$ cat src/sv/ipv4p_pkg.sv
// Shared types and constants for the IPv4 dotted-decimal parser.
// Used by the channel interfaces and every module of the block; no dependencies.
package ipv4p_pkg;

	// Character codes that the front end recognizes.
	localparam logic [7:0] CHAR_END  = 8'h00;
	localparam logic [7:0] CHAR_DOT  = 8'h2E;
	localparam logic [7:0] CHAR_ZERO = 8'h30;
	localparam logic [7:0] CHAR_NINE = 8'h39;

	// Octet limits and the saturated value that marks an overflow.
	localparam int unsigned OCTET_W = 9;
	localparam logic [OCTET_W-1:0] OCTET_MAX = 9'd255;
	localparam logic [OCTET_W-1:0] OCTET_SAT = 9'd256;

	// Number of the last octet, counting from zero.
	localparam logic [1:0] LAST_INDEX = 2'd3;

	// Depth of the queue between front end and back end (a power of two).
	localparam int unsigned QUEUE_DEPTH = 2;
	localparam int unsigned QPTR_W = (QUEUE_DEPTH > 1) ? $clog2(QUEUE_DEPTH) : 1;
	localparam int unsigned QCNT_W = $clog2(QUEUE_DEPTH + 1);

	// Class of one input character.
	typedef enum logic [1:0] {
		KIND_DIGIT,
		KIND_DOT,
		KIND_END,
		KIND_OTHER
	} char_kind_t;

	// A classified character as it travels through the queue.
	typedef struct packed {
		char_kind_t kind;
		logic [3:0] digit;
	} ipv4p_item_t;

	// Phase of the octet being parsed.
	typedef enum logic {
		PHASE_FIRST,
		PHASE_DIGITS
	} parse_phase_t;

endpackage

$ cat src/sv/ipv4p_if.sv
// Valid/ready channel interfaces for the character input and the result output.
// Each interface imports ipv4p_pkg; the payload widths follow the character and address formats.
interface ipv4p_char_if;
	import ipv4p_pkg::*;

	logic       valid;
	logic       ready;
	logic [7:0] char_in;

	modport source (output valid, output char_in, input ready);
	modport sink (input valid, input char_in, output ready);
endinterface

interface ipv4p_result_if;
	import ipv4p_pkg::*;

	logic        valid;
	logic        ready;
	logic [31:0] address;
	logic        parse_error;

	modport source (output valid, output address, output parse_error, input ready);
	modport sink (input valid, input address, input parse_error, output ready);
endinterface

$ cat src/sv/ipv4p_front.sv
// Front end: accepts characters and classifies them as digit, dot, end or other.
// Depends on ipv4p_pkg and ipv4p_char_if.
module ipv4p_front (
	ipv4p_char_if.sink               chars,
	output ipv4p_pkg::ipv4p_item_t   item,
	output logic                     item_valid,
	input  logic                     item_ready
);
	import ipv4p_pkg::*;

	logic [7:0] digit_off;

	// A transaction passes straight on to the queue when it has room.
	assign chars.ready = item_ready;
	assign item_valid  = chars.valid;

	// Classify the character and extract the digit value.
	assign digit_off = chars.char_in - CHAR_ZERO;

	always_comb begin
		item.digit = digit_off[3:0];
		if (chars.char_in == CHAR_END) begin
			item.kind = KIND_END;
		end else if (chars.char_in == CHAR_DOT) begin
			item.kind = KIND_DOT;
		end else if (chars.char_in >= CHAR_ZERO && chars.char_in <= CHAR_NINE) begin
			item.kind = KIND_DIGIT;
		end else begin
			item.kind = KIND_OTHER;
		end
	end

endmodule

$ cat src/sv/ipv4p_queue.sv
// Short first-in first-out queue of classified characters between the two halves.
// Depends on ipv4p_pkg for the item type and the queue depth.
module ipv4p_queue (
	input  logic                   clk,
	input  logic                   arst_n,
	input  ipv4p_pkg::ipv4p_item_t push_item,
	input  logic                   push_valid,
	output logic                   push_ready,
	output ipv4p_pkg::ipv4p_item_t head_item,
	output logic                   head_valid,
	input  logic                   pop
);
	import ipv4p_pkg::*;

	ipv4p_item_t         store_q [QUEUE_DEPTH];
	logic [QPTR_W-1:0]   wr_ptr_q;
	logic [QPTR_W-1:0]   rd_ptr_q;
	logic [QCNT_W-1:0]   count_q;
	logic                do_push;
	logic                do_pop;

	assign push_ready = (count_q != QCNT_W'(QUEUE_DEPTH));
	assign head_valid = (count_q != '0);
	assign head_item  = store_q[rd_ptr_q];
	assign do_push    = push_valid && push_ready;
	assign do_pop     = pop && head_valid;

	// Entry storage; written at the tail only.
	always_ff @(posedge clk) begin
		if (do_push) begin
			store_q[wr_ptr_q] <= push_item;
		end
	end

	// Pointers and fill count.
	always_ff @(posedge clk or negedge arst_n) begin
		if (!arst_n) begin
			wr_ptr_q <= '0;
			rd_ptr_q <= '0;
			count_q  <= '0;
		end else begin
			if (do_push) begin
				wr_ptr_q <= wr_ptr_q + QPTR_W'(1);
			end
			if (do_pop) begin
				rd_ptr_q <= rd_ptr_q + QPTR_W'(1);
			end
			if (do_push && !do_pop) begin
				count_q <= count_q + QCNT_W'(1);
			end else if (do_pop && !do_push) begin
				count_q <= count_q - QCNT_W'(1);
			end
		end
	end

endmodule

$ cat src/sv/ipv4p_back.sv
// Back end: runs the octet parser on classified characters and holds the result.
// Depends on ipv4p_pkg and ipv4p_result_if.
module ipv4p_back (
	input  logic                   clk,
	input  logic                   arst_n,
	input  ipv4p_pkg::ipv4p_item_t head_item,
	input  logic                   head_valid,
	output logic                   pop,
	ipv4p_result_if.source         result
);
	import ipv4p_pkg::*;

	logic [1:0]         octet_index_q;
	parse_phase_t       phase_q;
	logic [OCTET_W-1:0] octet_value_q;
	logic [23:0]        address_acc_q;
	logic               error_seen_q;
	logic               out_valid_q;
	logic [31:0]        out_address_q;
	logic               out_error_q;

	logic [11:0]        digit_sum;
	logic               good;
	logic               out_free;

	// The result slot is free when empty or being emptied this cycle.
	assign out_free = !out_valid_q || result.ready;
	assign pop      = head_valid && (head_item.kind != KIND_END || out_free);

	// Next octet value: times ten by shifts, plus the new digit.
	assign digit_sum = {octet_value_q, 3'b000} + {2'b00, octet_value_q, 1'b0}
		+ {8'h00, head_item.digit};

	assign good = !error_seen_q && (octet_index_q == LAST_INDEX)
		&& (phase_q == PHASE_DIGITS) && (octet_value_q <= OCTET_MAX);

	// Parser state update, one classified character per cycle; a terminator is held while the result slot is not free.
	always_ff @(posedge clk or negedge arst_n) begin
		if (!arst_n) begin
			octet_index_q <= '0;
			phase_q       <= PHASE_FIRST;
			octet_value_q <= '0;
			address_acc_q <= '0;
			error_seen_q  <= 1'b0;
		end else if (pop) begin
			case (head_item.kind)
				KIND_END: begin
					octet_index_q <= '0;
					phase_q       <= PHASE_FIRST;
					octet_value_q <= '0;
					address_acc_q <= '0;
					error_seen_q  <= 1'b0;
				end
				KIND_DIGIT: begin
					if (!error_seen_q) begin
						phase_q <= PHASE_DIGITS;
						if (digit_sum > 12'(OCTET_MAX)) begin
							octet_value_q <= OCTET_SAT;
							error_seen_q  <= 1'b1;
						end else begin
							octet_value_q <= digit_sum[OCTET_W-1:0];
						end
					end
				end
				KIND_DOT: begin
					if (!error_seen_q) begin
						if (phase_q == PHASE_DIGITS && octet_index_q < LAST_INDEX
							&& octet_value_q <= OCTET_MAX) begin
							address_acc_q <= {address_acc_q[15:0], octet_value_q[7:0]};
							octet_index_q <= octet_index_q + 2'd1;
							phase_q       <= PHASE_FIRST;
							octet_value_q <= '0;
						end else begin
							error_seen_q <= 1'b1;
						end
					end
				end
				default: begin
					error_seen_q <= 1'b1;
				end
			endcase
		end
	end

	// Result register valid flag.
	always_ff @(posedge clk or negedge arst_n) begin
		if (!arst_n) begin
			out_valid_q <= 1'b0;
		end else if (pop && head_item.kind == KIND_END) begin
			out_valid_q <= 1'b1;
		end else if (result.ready) begin
			out_valid_q <= 1'b0;
		end
	end

	// Result payload, loaded on the terminator.
	always_ff @(posedge clk) begin
		if (pop && head_item.kind == KIND_END) begin
			out_error_q   <= !good;
			out_address_q <= good ? {address_acc_q, octet_value_q[7:0]} : 32'h0;
		end
	end

	assign result.valid       = out_valid_q;
	assign result.address     = out_address_q;
	assign result.parse_error = out_error_q;

endmodule

$ cat src/sv/ipv4_dotted_decimal_parser.sv
// Top level of the IPv4 dotted-decimal parser: front end, queue and back end.
// Depends on ipv4p_pkg, ipv4p_if, ipv4p_front, ipv4p_queue and ipv4p_back.
//
//   Channel  Direction  Payload                 Transaction
//   chars    in         char_in[7:0]            one character, 0 ends the string
//   result   out        address[31:0], err      one per terminator
//
// One character is taken every cycle; a character is written into the queue and from
// there into the parser state, and a result is visible the cycle after the
// terminator is parsed. The two-entry queue lets input continue while a result
// waits; input stalls only when the queue is full behind a held terminator.
// arst_n clears the parser state, the queue and the result flag.
module ipv4_dotted_decimal_parser (
	input  logic            clk,
	input  logic            arst_n,
	ipv4p_char_if.sink      chars,
	ipv4p_result_if.source  result
);
	import ipv4p_pkg::*;

	ipv4p_item_t push_item;
	logic        push_valid;
	logic        push_ready;
	ipv4p_item_t head_item;
	logic        head_valid;
	logic        pop;

	// Character classification.
	ipv4p_front u_front (
		.chars      (chars),
		.item       (push_item),
		.item_valid (push_valid),
		.item_ready (push_ready)
	);

	// Decoupling queue.
	ipv4p_queue u_queue (
		.clk        (clk),
		.arst_n     (arst_n),
		.push_item  (push_item),
		.push_valid (push_valid),
		.push_ready (push_ready),
		.head_item  (head_item),
		.head_valid (head_valid),
		.pop        (pop)
	);

	// Octet parser and result register.
	ipv4p_back u_back (
		.clk        (clk),
		.arst_n     (arst_n),
		.head_item  (head_item),
		.head_valid (head_valid),
		.pop        (pop),
		.result     (result)
	);

endmodule

$ cat src/flat_wrapper.sv
// flat-port wrapper written by rule: the top's interface ports become plain ports
module ipv4_dotted_decimal_parser_flat import ipv4p_pkg::*;
  (clk, arst_n, chars_valid, chars_char_in, chars_ready, result_valid, result_address, result_parse_error, result_ready);
  ipv4p_char_if chars_i ();
  ipv4p_result_if result_i ();
  input  logic clk;
  input  logic arst_n;
  input wire logic [$bits(chars_i.valid)-1:0] chars_valid;
  input wire logic [$bits(chars_i.char_in)-1:0] chars_char_in;
  output wire logic [$bits(chars_i.ready)-1:0] chars_ready;
  output wire logic [$bits(result_i.valid)-1:0] result_valid;
  output wire logic [$bits(result_i.address)-1:0] result_address;
  output wire logic [$bits(result_i.parse_error)-1:0] result_parse_error;
  input wire logic [$bits(result_i.ready)-1:0] result_ready;
  assign chars_i.valid = chars_valid;
  assign chars_i.char_in = chars_char_in;
  assign chars_ready = chars_i.ready;
  assign result_valid = result_i.valid;
  assign result_address = result_i.address;
  assign result_parse_error = result_i.parse_error;
  assign result_i.ready = result_ready;
  ipv4_dotted_decimal_parser u_core (.clk(clk), .arst_n(arst_n), .chars(chars_i), .result(result_i));
endmodule
$ cat config.mk
export PLATFORM = sky130hd
export DESIGN_NAME = ipv4_dotted_decimal_parser_flat
export DESIGN_NICKNAME = d
export VERILOG_FILES = /design/src/sv/ipv4p_pkg.sv /design/src/sv/ipv4p_if.sv /design/src/sv/ipv4p_front.sv /design/src/sv/ipv4p_queue.sv /design/src/sv/ipv4p_back.sv /design/src/sv/ipv4_dotted_decimal_parser.sv /design/src/flat_wrapper.sv
export SDC_FILE = /design/constraint.sdc
export NUM_CORES = 1
export LEC_CHECK = 0
export ABC_CLOCK_PERIOD_IN_PS = 4900
export BUFFER_PORTS_ARGS = -buffer_cell sky130_fd_sc_hd__buf_2
export CAP_MARGIN = 25
export CORE_MARGIN = 5
export CORE_UTILIZATION = 55
export CTS_BUF_LIST = sky130_fd_sc_hd__clkbuf_4 sky130_fd_sc_hd__clkbuf_8
export DETAILED_ROUTE_END_ITERATION = 12
export HOLD_SLACK_MARGIN = 0.08
export PLACE_DENSITY_LB_ADDON = 0.1
export SKIP_LAST_GASP = 1
export SYNTH_ARGS = -nofsm -noshare
export SYNTH_HDL_FRONTEND = slang
export SYNTH_SLANG_ARGS = --single-unit
$ cat constraint.sdc
create_clock -name clk -period 4.9 [get_ports clk]
set_input_delay 0.245 -clock clk [delete_from_list [all_inputs] [get_ports clk]]
set_output_delay 0.245 -clock clk [all_outputs]
set_load 0.02 [all_outputs]
==> results of run 1 <==
-- routing by layer --
metal	vias to the layer above	GRT usage	wire (um)
met5	-	0	0
li1	1221	-	-
met2	53	0.274	3290
met3	11	0.0359	259
met1	1178	0.221	3090
met4	0	0.0721	125
-- Yosys cell counts, drive strengths merged (2+ instances only) --
library cell / instances
nand4: 2
clkbuf: 7
a21oi: 8
o21ai: 13
nor3: 3
buf: 3
nand3: 5
and3: 2
xnor2: 4
o31ai: 2
inv: 14
dfrtp: 42
and2: 32
edfxtp: 45
o211ai: 3
nand4b: 2
fa: 2
mux2i: 6
nor2: 10
nand2: 17
a221oi: 2
xor2: 5
a21o: 5
a211oi: 2
nor2b: 2
ha: 22
nand2b: 2
a22o: 26
mux2: 3
-- how the worst min path moves through the flow --
stage	from	end	slack (ns)	cells past startpoint
2_1_floorplan	arst_n	u_core.u_back.address_acc_q[0]	-0.05	0
3_3_place_gp	arst_n	u_core.u_queue.wr_ptr_q	0.43	1
3_5_place_dp	arst_n	u_core.u_queue.wr_ptr_q	0.43	1
4_1_cts	chars_char_in[0]	u_core.u_queue.store_q[1][0]	0.11	1
5_1_grt	chars_char_in[0]	u_core.u_queue.store_q[1][0]	0.11	1
6_report	chars_char_in[2]	u_core.u_queue.store_q[1][2]	0.13	1
-- state kept, by name, summed over array words and instances, names as in the netlist --
name	count
u_core.u_queue.rd_ptr_q	1
u_core.u_back.result.address	32
u_core.u_back.address_acc_q	24
u_core.u_back.error_seen_q	1
u_core.u_queue.store_q	12
u_core.u_queue.count_q	2
u_core.u_back.phase_q	1
u_core.u_queue.wr_ptr_q	1
u_core.u_back.result.valid	1
u_core.u_back.octet_value_q	9
u_core.u_back.result.parse_error	1
u_core.u_back.octet_index_q	2
-- per-stage QoR --
| stage | hold WS, ns | cells |
|---|---|---|
| detailed placement | 0.431 | 441 |
| finish | 0.126 | 458 |
| floorplan | -0.0506 | 302 |
| CTS | 0.108 | 458 |
| global route | 0.115 | 458 |
| global placement | 0.426 | 440 |
-- logic make-up after synthesis --
kind of cell | count (synthesis) | share of synthesized area
AO/OA/AOI/OAI | 66 | 0.130
XOR/XNOR | 9 | 0.0199
adder cells (fa/ha/maj) | 24 | 0.0794
buffers and inverters | 24 | 0.0236
flip-flops | 87 | 0.605
multiplexers | 9 | 0.0236
AND/OR/NAND/NOR | 83 | 0.118
-- repair_timing --
item / in CTS / in global routing
setup buffers: 0 / 0
setup endpoints to repair: 0 / 0
hold buffers: 1 / 0
hold endpoints to repair: 42 / 0
-- power breakdown --
part	internal (mW)	switching, mW
Clock	0.236	0.246
Combinational	0.304	0.483
Sequential	0.963	0.117
Total	1.50	0.846
-- placed cells by master (no fill, tap or decap), types with 2 or more instances in the layout --
master,netlist,final
a21o_1,5,5
a21oi_1,8,8
a22o_1,26,26
and2_1,32,32
and3_1,2,2
buf_2,3,46
buf_4,0,3
clkbuf_8,0,9
clkinv_4,0,4
dfrtp_1,42,42
edfxtp_1,45,45
fa_1,2,2
ha_1,22,22
inv_1,14,14
mux2_2,3,3
mux2i_1,6,6
nand2_1,17,17
nand2b_1,2,2
nand3_1,5,5
nand4b_1,2,2
nor2_1,10,10
nor2b_1,2,2
nor3_1,3,3
o211ai_1,3,3
o21ai_0,4,4
o21ai_1,9,9
o31ai_1,2,2
xnor2_1,4,4
xor2_1,5,5
-- final cells by class --
| cell class | count | share of cell area |
|---|---|---|
| Sequential cell | 87 | 0.529 |
| Multi-Input combinational cell | 191 | 0.328 |
| Timing Repair Buffer | 51 | 0.0604 |
| Clock buffer | 9 | 0.0273 |
| Tap cell | 99 | 0.0273 |
| Clock inverter | 7 | 0.0163 |
| Inverter | 14 | 0.0116 |
-- worst max-delay path, cell delays in order (launching register included) --
cell and delay (ns):
dfrtp_1 0.55, mux2_2 0.38, ha_1 0.30, ha_1 0.23, fa_1 0.42, a211oi_1 0.38
nor3_1 0.11, mux2i_1 0.14, a2111oi_2 0.45, nand4_1 0.22, o41a_1 0.35
==> flow_metrics.py, run 1 <==
metrics = {
    "global_routing": {
        "grt_usage": 0.169,
        "first_global_vias": 2420,
        "grt.overflow.total": 0,
        "grt_pass1_wl_um": 11700,
        "grt_start_max_net_pins": 43,
        "grt_antenna_before_repair": 0,
    },
    "layout": {
        "fillCellCount": 624,
        "drive_above_1_share": 0.212,
        "fin_nets": 390,
        "multiInputGateArea_um2": 1490,
        "design_area_um2": 4540,
        "antennaDiodeCount": 0,
        "seqCellArea_um2": 2400,
        "final_util": 0.636,
        "syn2layout_area_growth_pct": 14.3,
    },
    "clock_tree": {
        "cts_buffer_depth": 2,
        "cts-root-buf": "clkbuf_8",
        "cts_tree": "yes",
        "cts_buffers": 9,
        "path_clk_slew_ns": 0.08,
        "clock_sinks": 87,
        "insertion_delay_ns": 0.35,
        "htreeDepth": 3,
        "cts_resized": 0,
    },
    "sta": {
        "fin_crit_ns": 3.66,
        "hold_viol_final": 0,
        "skew_ns": 0.0121,
        "final-setup-viol-count": 0,
        "setup_tns_ns": 0,
        "clock.fmax_ghz": 0.274,
        "finalCritPeriodShare": 0.746,
        "slew_headroom": 0.385,
        "worstMarginPinSlew_ns": 0.922,
        "setup_ws_ns": 1.24,
        "rsz0062_at_grt": "no",
        "maxSlewViolCount": 0,
    },
    "critical_path": {
        "crit_fanout": 7,
        "required_ns": 5.12,
        "cp-end-kind": "flop",
        "crit_end": "u_core.u_back.error_seen_q",
        "critPathKind": "reg2reg",
        "r2r_end": "u_core.u_back.error_seen_q",
        "cp_data_arrival_time_ns": 3.88,
        "r2r_slack_ns": 1.24,
        "rr_worst_depth": 10,
        "cp-startpoint": "u_core.u_queue.rd_ptr_q",
        "start_kind": "flop",
        "r2r-start": "u_core.u_queue.rd_ptr_q",
    },
    "logic_synthesis": {
        "synth.area.top_cells": "edfxtp_1, dfrtp_1, ha_1",
        "ys_async_sr_fraction": 0.483,
        "yosysWarnings": 0,
        "syn_inst": 302,
        "ys_seq_area_frac": 0.605,
        "synthesis.nets": 338,
        "netlist-cell-type-count": 44,
        "ys_seq_elements": 87,
        "synth_ff_type": "edfxtp_1",
        "synth_edf_count": 45,
        "yosys.area.top_type": "edfxtp_1",
        "syn_area_per_cell_um2": 13.1,
        "synth.top_cell.area_share": 0.340,
        "netlist_area_um2": 3970,
    },
    "placed_design": {
        "pre_cts_slack_ns": 1.24,
        "post_dp_cell_area_um2": 4330,
        "port_buffers": 46,
        "place.gp.congestion": 0.821,
        "dp_hpwl_um": 4950,
    },
    "floorplan": {
        "ios": 47,
        "fp.dieW_um": 95.0,
        "fp.dieArea_um2": 9020,
        "die_h_um": 95.0,
        "num_rows": 31,
        "initial_core_util": 0.556,
        "coreArea_um2": 7140,
    },
    "route": {
        "route.detailed.drc": 0,
        "ant_nets": 0,
        "vias": 2463,
        "drt_iter0_drc": 61,
        "drt_first_pass_iters": 4,
        "wl_per_cell_um": 14.8,
        "wirelength_um": 6770,
        "via_per_inst": 5.38,
    },
    "status": {
        "outcome": "complete, no violations",
    },
    "worst_hold_path": {
        "hp-class": "in2reg",
    },
    "pwr": {
        "p_total_mw": 2.35,
        "power.density_nw_per_um2": 518,
        "p_leak_nw": 2.02,
        "vdd_drop_max_mv": 0.229,
    },
    "job": {
        "cap_violations": 0,
    },
}
Power figures use the tool's default switching activity.
==> run 2: changes to the inputs <==
ABC_CLOCK_PERIOD_IN_PS = 3700   (was 4900)
clock period = 3.7 ns   (was 4.9 ns; I/O delays follow)
==> run 2 against run 1 <==
Via count grew 0.65%; critical path depth is the same; wire length is 1.0% higher; critical path type unchanged.
==> flow_metrics.py, run 2 (same netlist as run 1, synthesis figures left out) <==
metrics = {
    "status": {
        "outcome": "complete, no violations",
    },
    "clock_tree": {
        "cts-root-buf": "clkbuf_8",
        "insertion_delay_ns": 0.35,
        "cts_setup_buffers": 0,
        "cts_tree": "yes",
        "clock_sinks": 87,
        "cts_buffers": 9,
        "htreeDepth": 3,
        "path_clk_slew_ns": 0.09,
        "cts_buffer_depth": 2,
    },
    "layout": {
        "final_cell_mix": "buf_2, edfxtp_1, dfrtp_1",
        "drive_above_1_share": 0.219,
        "final_util": 0.641,
        "final_common_cell": "buf_2",
        "largest_register_ffs": 32,
        "syn2layout_area_growth_pct": 15.2,
        "antennaDiodeCount": 0,
        "fin_nets": 396,
    },
    "sta": {
        "hold_viol_final": 0,
        "rsz0062_at_grt": "no",
        "setup_tns_ns": 0,
        "skew_ns": 0.00864,
        "worstMarginPinSlew_ns": 0.913,
        "slew_headroom": 0.392,
        "maxSlewViolCount": 0,
        "final-setup-viol-count": 0,
        "fin_crit_ns": 3.44,
        "finalCritPeriodShare": 0.930,
        "clock.fmax_ghz": 0.291,
    },
    "route": {
        "vias": 2479,
        "wl_per_cell_um": 14.7,
        "via_per_inst": 5.34,
        "drt_first_pass_iters": 4,
        "ant_nets": 0,
        "drt_iter0_drc": 78,
        "route.detailed.drc": 0,
        "wirelength_um": 6840,
    },
    "floorplan": {
        "coreArea_um2": 7140,
        "ios": 47,
        "die_h_um": 95.0,
        "fp.dieArea_um2": 9020,
        "num_rows": 31,
        "initial_core_util": 0.556,
        "fp.dieW_um": 95.0,
    },
    "placed_design": {
        "dp_hpwl_um": 4890,
        "port_buffers": 46,
        "place.gp.congestion": 0.845,
    },
    "critical_path": {
        "cp_data_arrival_time_ns": 3.68,
        "required_ns": 3.93,
        "start_kind": "flop",
        "cp-end-kind": "flop",
        "critPathKind": "reg2reg",
        "crit_fanout": 4,
    },
    "pwr": {
        "clockPowerShare": 0.187,
        "p_sw_mw": 1.12,
        "vdd_drop_max_mv": 0.343,
        "power.internal_mw": 1.94,
        "p_total_mw": 3.06,
        "power_frac_seq": 0.464,
        "p_sw_frac": 0.367,
        "p_leak_nw": 2.02,
        "power.density_nw_per_um2": 669,
        "combPwrFrac": 0.350,
    },
    "global_routing": {
        "grt_start_max_net_pins": 43,
        "grt_antenna_before_repair": 0,
        "grt_usage": 0.170,
        "grt.overflow.total": 0,
        "grt_pass1_wl_um": 11700,
        "first_global_vias": 2471,
    },
    "worst_hold_path": {
        "hp-class": "in2reg",
    },
    "job": {
        "cap_violations": 0,
    },
}
## run 2: cell types whose count changed in the layout (fill, tap and decap cells not counted), moves of 2 or more
cell	before	now
clkinv_4	4	2
buf_4	3	6
dlygate4sd3_1	1	5
clkinvlp_4	0	3
## run 2: power groups by stage
stage / Sequential [mW] / Combinational (mW) / Clock (mW)
2_1_floorplan: 1.50 / 0.693 / 0
3_3_place_gp: 1.43 / 1.05 / 0
3_5_place_dp: 1.44 / 1.06 / 0
4_1_cts: 1.42 / 1.08 / 0.588
5_1_grt: 1.45 / 1.20 / 0.636
6_report: 1.42 / 1.07 / 0.571
## run 2: area by class of cell
cell class	count	area, um2
Clock buffer	9	124
Multi-Input combinational cell	191	1490
Tap cell	99	124
Fill cell	592	2560
Inverter	14	52.6
Sequential cell	87	2400
Clock inverter	7	50.0
Timing Repair Buffer	57	325
## run 2: metal layers
metal | up-vias | global-route usage | routed length, um
li1 | 1225 | - | -
met5 | - | 0 | 0
met4 | 0 | 0.0685 | 113
met3 | 10 | 0.0390 | 266
met1 | 1203 | 0.220 | 3110
met2 | 41 | 0.278 | 3350
## run 2: per-stage QoR
step,worst slack [ns],cells,hold slack (ns),area [um2]
after global routing,0.00601,464,0.120,4570
after CTS,0.205,464,0.119,4570
after global placement,0.286,443,0.365,4340
final,0.258,464,0.132,4570
after detailed placement,0.212,443,0.362,4340
after floorplan,0.256,302,-0.111,3970
## run 2: timing repair
item,in CTS,in global routing
resized for setup,0,1
endpoints found under the setup margin,0,1
hold buffers,5,0
endpoints found under the hold margin,50,0
## run 2: path summary, 6_finish.rpt
check	startpoint	end	slack, ns	depth (start not counted)
min in group asynchronous	arst_n	u_core.u_queue.wr_ptr_q	0.49	2
worst max-delay path	u_core.u_queue.rd_ptr_q	u_core.u_back.error_seen_q	0.26	10
worst min-delay path	chars_char_in[5]	u_core.u_queue.store_q[0][5]	0.13	2
worst max register to register	u_core.u_queue.rd_ptr_q	u_core.u_back.error_seen_q	0.26	10
worst min register to register	u_core.u_queue.count_q[1]	u_core.u_queue.count_q[1]	0.51	1
max in group asynchronous	arst_n	u_core.u_back.address_acc_q[4]	2.63	2
## run 2: worst max-delay path, stage by stage, from the launching register on
cell and delay, ns:
dfrtp_1 0.41, mux2_2 0.36, ha_1 0.29, ha_1 0.22, fa_1 0.44, a211oi_2 0.30
nor3_1 0.10, mux2i_1 0.14, a2111oi_2 0.47, nand4_1 0.23, o41a_1 0.35
